===== src/hdl/bfbp_pkg.sv =====
// ----------------------------------------------------------------------------
// bfbp_pkg
// Shared constants and types of the best-fit buffer pool: pool depth,
// index widths, operation codes, entry layout and the command and result
// words passed between the top level and the engine.
// ----------------------------------------------------------------------------
package bfbp_pkg;

    localparam int MAX_ENTRIES = 12;
    localparam int IDX_W       = (MAX_ENTRIES > 1) ? $clog2(MAX_ENTRIES) : 1;
    localparam int CNT_W       = $clog2(MAX_ENTRIES + 1);

    localparam logic [31:0] BUDGET_RESET = 32'd805306368;

    localparam logic [1:0] OP_ACQUIRE = 2'd0;
    localparam logic [1:0] OP_RELEASE = 2'd1;
    localparam logic [1:0] OP_CLEAR   = 2'd2;

    typedef struct packed {
        logic [15:0] handle;
        logic [31:0] capacity;
    } entry_t;

    typedef struct packed {
        logic [1:0]  op;
        logic [31:0] request_bytes;
        logic [31:0] released_capacity;
        logic [15:0] released_handle;
    } cmd_t;

    typedef struct packed {
        logic        granted;
        logic [15:0] granted_handle;
        logic [31:0] granted_capacity;
        logic        must_grow;
        logic        kept;
        logic [3:0]  entries_now;
        logic [31:0] bytes_now;
    } res_t;

endpackage


===== src/hdl/best_fit_buffer_pool.sv =====
// Release, clear, an unused op and an acquire on an empty pool go straight from ST_IDLE
// to ST_DONE; any other acquire passes ST_SCAN, ST_PICK and ST_SHIFT first. The result
// is loaded into the output register from ST_DONE once res_ready is high. One word is
// in flight: a new word is taken only in ST_IDLE, and the engine also waits while
// m_tready low holds the result in the output register.
// reset: synchronous active-low, empties the pool and sets byte_budget to 805306368
// ----------------------------------------------------------------------------
// best_fit_buffer_pool
// Pool of buffer handles with best-fit acquire, budgeted release and clear,
// stream input and output with a registered result word.
// ----------------------------------------------------------------------------
module best_fit_buffer_pool
    import bfbp_pkg::*;
(
    input  logic        aclk,
    input  logic        aresetn,
    input  logic        cfg_valid,
    output logic        cfg_ready,
    input  logic [31:0] cfg_data,      // byte_budget
    input  logic        s_tvalid,
    output logic        s_tready,
    input  logic [79:0] s_tdata,       // request_bytes, released_capacity, released_handle
    input  logic [1:0]  s_tuser,       // op
    output logic        m_tvalid,
    input  logic        m_tready,
    output logic [87:0] m_tdata        // granted, granted_handle, granted_capacity,
                                       // must_grow, kept, entries_now, bytes_now, pad
);

    logic [31:0] budget_reg;
    logic        m_valid_reg;
    logic [87:0] m_data_reg;
    cmd_t        cmd;
    res_t        res;
    logic        res_valid;
    logic        res_ready;

    assign cfg_ready = 1'b1;

    always_ff @(posedge aclk) begin
        if (!aresetn) begin
            budget_reg <= BUDGET_RESET;
        end else if (cfg_valid) begin
            budget_reg <= cfg_data;
        end
    end

    assign cmd.op                = s_tuser;
    assign cmd.request_bytes     = s_tdata[31:0];
    assign cmd.released_capacity = s_tdata[63:32];
    assign cmd.released_handle   = s_tdata[79:64];

    bfbp_engine u_engine (
        .aclk        (aclk),
        .aresetn     (aresetn),
        .cmd_valid   (s_tvalid),
        .cmd_ready   (s_tready),
        .cmd         (cmd),
        .byte_budget (budget_reg),
        .res_valid   (res_valid),
        .res_ready   (res_ready),
        .res         (res)
    );

    assign res_ready = !m_valid_reg || m_tready;

    always_ff @(posedge aclk) begin
        if (!aresetn) begin
            m_valid_reg <= 1'b0;
        end else if (res_valid && res_ready) begin
            m_valid_reg <= 1'b1;
        end else if (m_tready) begin
            m_valid_reg <= 1'b0;
        end
    end

    always_ff @(posedge aclk) begin
        if (res_valid && res_ready) begin
            m_data_reg <= {1'b0, res.bytes_now, res.entries_now, res.kept, res.must_grow,
                           res.granted_capacity, res.granted_handle, res.granted};
        end
    end

    assign m_tvalid = m_valid_reg;
    assign m_tdata  = m_data_reg;

endmodule


===== src/hdl/bfbp_ram.sv =====
// ----------------------------------------------------------------------------
// bfbp_ram
// Simple dual-port synchronous RAM: one write port, one read port with
// registered read data.
// ----------------------------------------------------------------------------
module bfbp_ram #(
    parameter int DATA_W = 48,
    parameter int DEPTH  = 12,
    parameter int ADDR_W = 4
) (
    input  logic              aclk,
    input  logic              we,
    input  logic [ADDR_W-1:0] waddr,
    input  logic [DATA_W-1:0] wdata,
    input  logic [ADDR_W-1:0] raddr,
    output logic [DATA_W-1:0] rdata
);

    logic [DATA_W-1:0] mem [DEPTH];

    always_ff @(posedge aclk) begin
        if (we) begin
            mem[waddr] <= wdata;
        end
    end

    always_ff @(posedge aclk) begin
        rdata <= mem[raddr];
    end

endmodule


===== src/hdl/bfbp_engine.sv =====
// ----------------------------------------------------------------------------
// bfbp_engine
// Sequencer around the entry memory: scans the pool for the best-fit or
// largest entry, removes it by moving later entries up one place, appends
// released buffers and keeps the entry count and pooled byte total.
// ----------------------------------------------------------------------------
module bfbp_engine
    import bfbp_pkg::*;
(
    input  logic        aclk,
    input  logic        aresetn,
    input  logic        cmd_valid,
    output logic        cmd_ready,
    input  cmd_t        cmd,
    input  logic [31:0] byte_budget,
    output logic        res_valid,
    input  logic        res_ready,
    output res_t        res
);

    localparam logic [2:0] ST_IDLE  = 3'd0;
    localparam logic [2:0] ST_SCAN  = 3'd1;
    localparam logic [2:0] ST_PICK  = 3'd2;
    localparam logic [2:0] ST_SHIFT = 3'd3;
    localparam logic [2:0] ST_DONE  = 3'd4;

    logic [2:0]       state_reg, state_next;
    logic [CNT_W-1:0] count_reg, count_next;
    logic [31:0]      total_reg, total_next;
    logic [CNT_W-1:0] issue_reg, issue_next;
    logic             pend_valid_reg, pend_valid_next;
    logic [CNT_W-1:0] pend_idx_reg, pend_idx_next;
    logic [31:0]      req_reg, req_next;

    logic             fit_found_reg, fit_found_next;
    logic [IDX_W-1:0] fit_idx_reg, fit_idx_next;
    entry_t           fit_ent_reg, fit_ent_next;
    logic             max_found_reg, max_found_next;
    logic [IDX_W-1:0] max_idx_reg, max_idx_next;
    entry_t           max_ent_reg, max_ent_next;

    logic             granted_reg, granted_next;
    logic [15:0]      ghandle_reg, ghandle_next;
    logic [31:0]      gcap_reg, gcap_next;
    logic             grow_reg, grow_next;
    logic             kept_reg, kept_next;

    logic             ram_we;
    logic [IDX_W-1:0] ram_waddr;
    entry_t           ram_wdata;
    logic [IDX_W-1:0] ram_raddr;
    logic [$bits(entry_t)-1:0] ram_rdata;
    entry_t           rd_ent;
    logic [32:0]      rel_sum;
    logic [IDX_W-1:0] sel_idx;
    entry_t           sel_ent;

    bfbp_ram #(
        .DATA_W ($bits(entry_t)),
        .DEPTH  (MAX_ENTRIES),
        .ADDR_W (IDX_W)
    ) u_ram (
        .aclk  (aclk),
        .we    (ram_we),
        .waddr (ram_waddr),
        .wdata (ram_wdata),
        .raddr (ram_raddr),
        .rdata (ram_rdata)
    );

    assign rd_ent  = entry_t'(ram_rdata);
    assign rel_sum = {1'b0, total_reg} + {1'b0, cmd.released_capacity};
    assign sel_idx = fit_found_reg ? fit_idx_reg : max_idx_reg;
    assign sel_ent = fit_found_reg ? fit_ent_reg : max_ent_reg;

    always_comb begin
        state_next      = state_reg;
        count_next      = count_reg;
        total_next      = total_reg;
        issue_next      = issue_reg;
        pend_valid_next = 1'b0;
        pend_idx_next   = pend_idx_reg;
        req_next        = req_reg;
        fit_found_next  = fit_found_reg;
        fit_idx_next    = fit_idx_reg;
        fit_ent_next    = fit_ent_reg;
        max_found_next  = max_found_reg;
        max_idx_next    = max_idx_reg;
        max_ent_next    = max_ent_reg;
        granted_next    = granted_reg;
        ghandle_next    = ghandle_reg;
        gcap_next       = gcap_reg;
        grow_next       = grow_reg;
        kept_next       = kept_reg;
        ram_we          = 1'b0;
        ram_waddr       = IDX_W'(count_reg);
        ram_wdata       = '{handle: cmd.released_handle, capacity: cmd.released_capacity};
        ram_raddr       = IDX_W'(issue_reg);
        cmd_ready       = 1'b0;
        res_valid       = 1'b0;

        case (state_reg)
            ST_IDLE: begin
                cmd_ready = 1'b1;
                if (cmd_valid) begin
                    granted_next = 1'b0;
                    ghandle_next = '0;
                    gcap_next    = '0;
                    grow_next    = 1'b0;
                    kept_next    = 1'b0;
                    state_next   = ST_DONE;
                    case (cmd.op)
                        OP_ACQUIRE: begin
                            if (count_reg != '0) begin
                                req_next       = cmd.request_bytes;
                                issue_next     = '0;
                                fit_found_next = 1'b0;
                                max_found_next = 1'b0;
                                state_next     = ST_SCAN;
                            end
                        end
                        OP_RELEASE: begin
                            if (cmd.released_capacity != '0 &&
                                count_reg < CNT_W'(MAX_ENTRIES) &&
                                rel_sum <= {1'b0, byte_budget}) begin
                                ram_we     = 1'b1;
                                count_next = count_reg + CNT_W'(1);
                                total_next = rel_sum[31:0];
                                kept_next  = 1'b1;
                            end
                        end
                        OP_CLEAR: begin
                            count_next = '0;
                            total_next = '0;
                        end
                        default: begin
                        end
                    endcase
                end
            end

            ST_SCAN: begin
                if (issue_reg < count_reg) begin
                    pend_valid_next = 1'b1;
                    pend_idx_next   = issue_reg;
                    issue_next      = issue_reg + CNT_W'(1);
                end
                if (pend_valid_reg) begin
                    // strict compares keep the earliest entry on ties
                    if (rd_ent.capacity >= req_reg &&
                        (!fit_found_reg || rd_ent.capacity < fit_ent_reg.capacity)) begin
                        fit_found_next = 1'b1;
                        fit_idx_next   = IDX_W'(pend_idx_reg);
                        fit_ent_next   = rd_ent;
                    end
                    if (!max_found_reg || rd_ent.capacity > max_ent_reg.capacity) begin
                        max_found_next = 1'b1;
                        max_idx_next   = IDX_W'(pend_idx_reg);
                        max_ent_next   = rd_ent;
                    end
                end
                if (issue_reg == count_reg && !pend_valid_reg) begin
                    state_next = ST_PICK;
                end
            end

            ST_PICK: begin
                granted_next = 1'b1;
                ghandle_next = sel_ent.handle;
                gcap_next    = sel_ent.capacity;
                grow_next    = (sel_ent.capacity < req_reg);
                total_next   = (total_reg > sel_ent.capacity) ?
                               (total_reg - sel_ent.capacity) : '0;
                issue_next   = CNT_W'(sel_idx) + CNT_W'(1);
                state_next   = ST_SHIFT;
            end

            ST_SHIFT: begin
                // read entry k+1 ahead while entry k is written back
                if (issue_reg < count_reg) begin
                    pend_valid_next = 1'b1;
                    pend_idx_next   = issue_reg;
                    issue_next      = issue_reg + CNT_W'(1);
                end
                if (pend_valid_reg) begin
                    ram_we    = 1'b1;
                    ram_waddr = IDX_W'(pend_idx_reg - CNT_W'(1));
                    ram_wdata = rd_ent;
                end
                if (issue_reg == count_reg && !pend_valid_reg) begin
                    count_next = count_reg - CNT_W'(1);
                    state_next = ST_DONE;
                end
            end

            ST_DONE: begin
                res_valid = 1'b1;
                if (res_ready) begin
                    state_next = ST_IDLE;
                end
            end

            default: begin
                state_next = ST_IDLE;
            end
        endcase
    end

    always_ff @(posedge aclk) begin
        if (!aresetn) begin
            state_reg      <= ST_IDLE;
            count_reg      <= '0;
            total_reg      <= '0;
            pend_valid_reg <= 1'b0;
        end else begin
            state_reg      <= state_next;
            count_reg      <= count_next;
            total_reg      <= total_next;
            pend_valid_reg <= pend_valid_next;
        end
    end

    always_ff @(posedge aclk) begin
        issue_reg     <= issue_next;
        pend_idx_reg  <= pend_idx_next;
        req_reg       <= req_next;
        fit_found_reg <= fit_found_next;
        fit_idx_reg   <= fit_idx_next;
        fit_ent_reg   <= fit_ent_next;
        max_found_reg <= max_found_next;
        max_idx_reg   <= max_idx_next;
        max_ent_reg   <= max_ent_next;
        granted_reg   <= granted_next;
        ghandle_reg   <= ghandle_next;
        gcap_reg      <= gcap_next;
        grow_reg      <= grow_next;
        kept_reg      <= kept_next;
    end

    always_comb begin
        res.granted          = granted_reg;
        res.granted_handle   = ghandle_reg;
        res.granted_capacity = gcap_reg;
        res.must_grow        = grow_reg;
        res.kept             = kept_reg;
        res.entries_now      = 4'(count_reg);
        res.bytes_now        = total_reg;
    end

endmodule


===== config.mk =====
export PLATFORM = sky130hd
export DESIGN_NAME = best_fit_buffer_pool
export DESIGN_NICKNAME = d
export VERILOG_FILES = /design/src/hdl/bfbp_pkg.sv /design/src/hdl/best_fit_buffer_pool.sv /design/src/hdl/bfbp_ram.sv /design/src/hdl/bfbp_engine.sv
export SDC_FILE = /design/constraint.sdc
export NUM_CORES = 1
export LEC_CHECK = 0
export ABC_CLOCK_PERIOD_IN_PS = 12900
export BUFFER_PORTS_ARGS = -buffer_cell sky130_fd_sc_hd__clkbuf_2
export CAP_MARGIN = 10
export CORE_MARGIN = 8
export CORE_UTILIZATION = 50
export DETAILED_ROUTE_END_ITERATION = 12
export HOLD_SLACK_MARGIN = 0.06
export PLACE_DENSITY = 0.67
export SETUP_SLACK_MARGIN = 0.5
export SLEW_MARGIN = 20
export SYNTH_ARGS = -nofsm -noshare
export SYNTH_HDL_FRONTEND = slang
export SYNTH_SLANG_ARGS = --single-unit
export TNS_END_PERCENT = 100

===== constraint.sdc =====
create_clock -name aclk -period 12.9 [get_ports aclk]
set_input_delay 1.935 -clock aclk [delete_from_list [all_inputs] [get_ports aclk]]
set_output_delay 1.935 -clock aclk [all_outputs]
set_load 0.1 [all_outputs]

==> metrics.md <==
| Metric | Value |
|---|---|
| Outcome | `finished clean` |
| Critical Path RT | `13.17 ns` |
| Initial DRC count | `2266` |
| Vias in the first global route | `26100` |
| Hold buffers post-CTS | `0` |
| Post-synth EDFFs | `860` |
| Top Ports | `210` |
| Vias post-DR | `25400` |
| Die Area | `96300 µm²` |
| Largest register by flop count | `u_engine.u_ram.mem` |
| CTS H-Tree Depth | `3` |
| CTS Sinks | `981` |
| Pins Over Slew Limit | `0` |
| # setup viols final | `0` |
| Setup TNS Final | `0 ns` |
| Share of cells above drive strength 1 | `19.3%` |
| Worst Skew | `0.0313 ns` |
| Synth cell count leaders | `edfxtp_1, ha_1, inv_1` |
| Num CTS Buffers | `99` |
| Final non-filler cell total | `4344` |
| Chip Width | `310 µm` |
| Post-synth top flop | `edfxtp_1` |
| Fmax | `0.131 GHz` |
| Top cell type's share of synthesized area | `59.6%` |
| Final Hold Fails | `0` |
| Worst slew margin | `29.0%` |
| ANT nets after route | `0` |
| Tcrit/Tclk final | `59.0%` |
| Dpl ws | `4.68 ns` |
| Worst Hold End | `m_tdata[22]` |
| I/O Buffers | `207` |
| # Post-CTS Setup Buffers | `0` |
| Post-synth net total | `3220` |
| First-pass GRT wire length | `166000 µm` |
| Placed insts | `4155` |
| Launch point of the worst reg-to-reg path | `u_engine.total_reg[0]` |
| CP Class | `input port to register` |
| Die Y | `310 µm` |
| Crit path arrival time | `7.88 ns` |
| CTS tree | `yes` |
| Post-CTS sizing | `0` |
| Maxcap violations | `0` |
| Critical path capture point type | `register` |
| DR DRC count | `0` |
| Worst reg2reg endpoint | `u_engine.u_ram.mem[7][11]` |
| Final Util | `56.9%` |
| Synth async-reset ratio | `0%` |
| Post-Syn Area | `43300 µm²` |
| Dpl hpwl | `76300 µm` |
| Worst-Margin Slew | `1.06 ns` |
| Vias/cell | `5.85` |
| Area grow syn2layout | `13.3%` |
| WHS Path Cells | `0` |
| Grt ovf | `0` |
| Site row count | `108` |
| Post-synth cell types | `69` |
| Syn. warnings | `0` |
| Final GP Congestion | `0.899` |
| Worst VDD drop | `107 µV` |
| Static leakage | `18.5 nW` |
| Ranking of synthesized cells by area | `edfxtp_1, mux4_2, ha_1` |
| Core area | `86300 µm²` |
| R2r worst-path depth | `21` |
| Synthesized area per cell | `15.1 µm²` |
| Tot GR Track Use | `23.2%` |
| Seq/Total Area, Yosys | `65.2%` |
| Pre-Repair DR Iteration Count | `5` |
| #FFs+latches synth | `981` |
| Clk root buf | `clkbuf_16` |
| Crit path launch type | `input port` |
| Crit Path Max Fanout | `48` |
| Critical path depth | `22` |
| Ordered list of cells on the worst path | `clkbuf_2 > ha_1 > inv_1 > fa_1 > nor2b_1 > o31a_1 > o211ai_1 > o21ai_0 > a21oi_1 > o21ai_0 > xor2_1 > ha_1 > nand4_1 > nor3_1 > nand2_1 > o41ai_1 > a31o_2 > o311ai_2 > o32ai_1 > nand2_1 > nor2_4 > buf_4` |
| Final net count | `3452` |
| Clk buf depth | `3` |
| Clock transition at path regs | `0.06 ns` |
| Final min period | `7.61 ns` |
| Top delay family on crit path | `compound AO/OA/AOI/OAI gates` |
| Post-Route WL | `113000 µm` |
| Largest register FFs | `576` |
| Crit path buf inv count | `3` |
| Initial Util | `50.2%` |
| Final hold slack | `0.415 ns` |
| HP Start | `u_engine.gcap_reg[5]` |
| Min-delay worst type | `register to register` |
| Clk_lat worst skew | `0.67 ns` |
| RSZ-0062 raised after global routing | `no` |
| Antenna violations before repair | `4` |
| PnR worst setup slack | `5.29 ns` |
| Mean routed wirelength per cell | `26.0 µm` |
| Internal reg-to-reg setup slack | `6.09 ns` |
| Slowest CP cell | `o21ai_0` |
| Largest net degree at the start of global routing | `148` |
| Top-count cell post-synth | `edfxtp_1` |
| Cell taking the most area after synthesis | `edfxtp_1` |
| Slowest Stage Delay on Critical Path | `0.65 ns` |
| PD cells | `155 nW/µm²` |
| Cells after Synth | `2869` |
==> cells in the final DEF, fill, tap and decap left out, types with 121 or more instances in the layout <==
cell      Yosys  layout
edfxtp_1    860     860
ha_1        230     230
clkbuf_2      0     207
inv_1       188     188
nor2_1      170     165
mux4_2      144     144
o21ai_0     134     133
mux2i_1     133     133
nand2_1     126     125
dfxtp_1     121     121
==> per-layer routing <==
metal	vias to the layer above	part of all wire [%]	GRT usage, %
met1	12700	42	31.4
li1	11600	-	-
met4	2	4.5	10.6
met5	-	0.012	0
met2	874	47	37.3
met3	232	6.5	3.54
==> power by group <==
group          internal [mW]  total [mW]  switching [mW]  leakage, nW
clock                   1.69        2.90            1.21         1.63
combinational          0.321        1.06           0.743         8.04
sequential              3.56        3.64          0.0754         8.84
total                   5.58        7.60            2.03         18.5
==> stage by stage <==
stage / instance area [µm²] / power [mW]
finish: 49100 / 7.60
global route: 49100 / 7.87
CTS: 49100 / 7.66
detailed placement: 45800 / 4.77
global placement: 45800 / 4.75
floorplan: 43300 / 4.45
==> cell families after synthesis <==
logic type / Yosys count / synth area share, %
DFF: 981 / 65.2
and+or+nand+nor: 485 / 5.21
AOI/OAI and AO/OA: 498 / 7.43
buffers and inverters: 295 / 2.58
muxes: 325 / 11.8
other: 2 / 0.0173
xor gates and xnor gates: 51 / 1.03
adders and majority gates: 232 / 6.73
==> area by class of cell <==
cell class,count,area (µm²)
Tap cell,1155,1450
Clock inverter,43,509
Inverter,188,706
Fill cell,6678,37200
Multi-Input combinational cell,1593,14100
Clock buffer,144,2830
Sequential cell,981,28200
Antenna cell,2,5.00
Timing Repair Buffer,238,1290
==> how the worst max path moves through the flow <==
stage / from / endpoint / slack [ns]
4_1_cts: s_tdata[32] / u_engine.u_ram.mem[7][9] / 5.36
5_1_grt: s_tdata[32] / u_engine.u_ram.mem[7][11] / 4.78
2_1_floorplan: s_tdata[32] / u_engine.u_ram.mem[11][0] / 3.67
3_5_place_dp: s_tdata[32] / u_engine.u_ram.mem[3][37] / 4.68
6_report: s_tdata[32] / u_engine.u_ram.mem[7][11] / 5.29
3_3_place_gp: s_tdata[32] / u_engine.u_ram.mem[3][37] / 4.74
No activity file was read; power rests on OpenSTA's default activity.
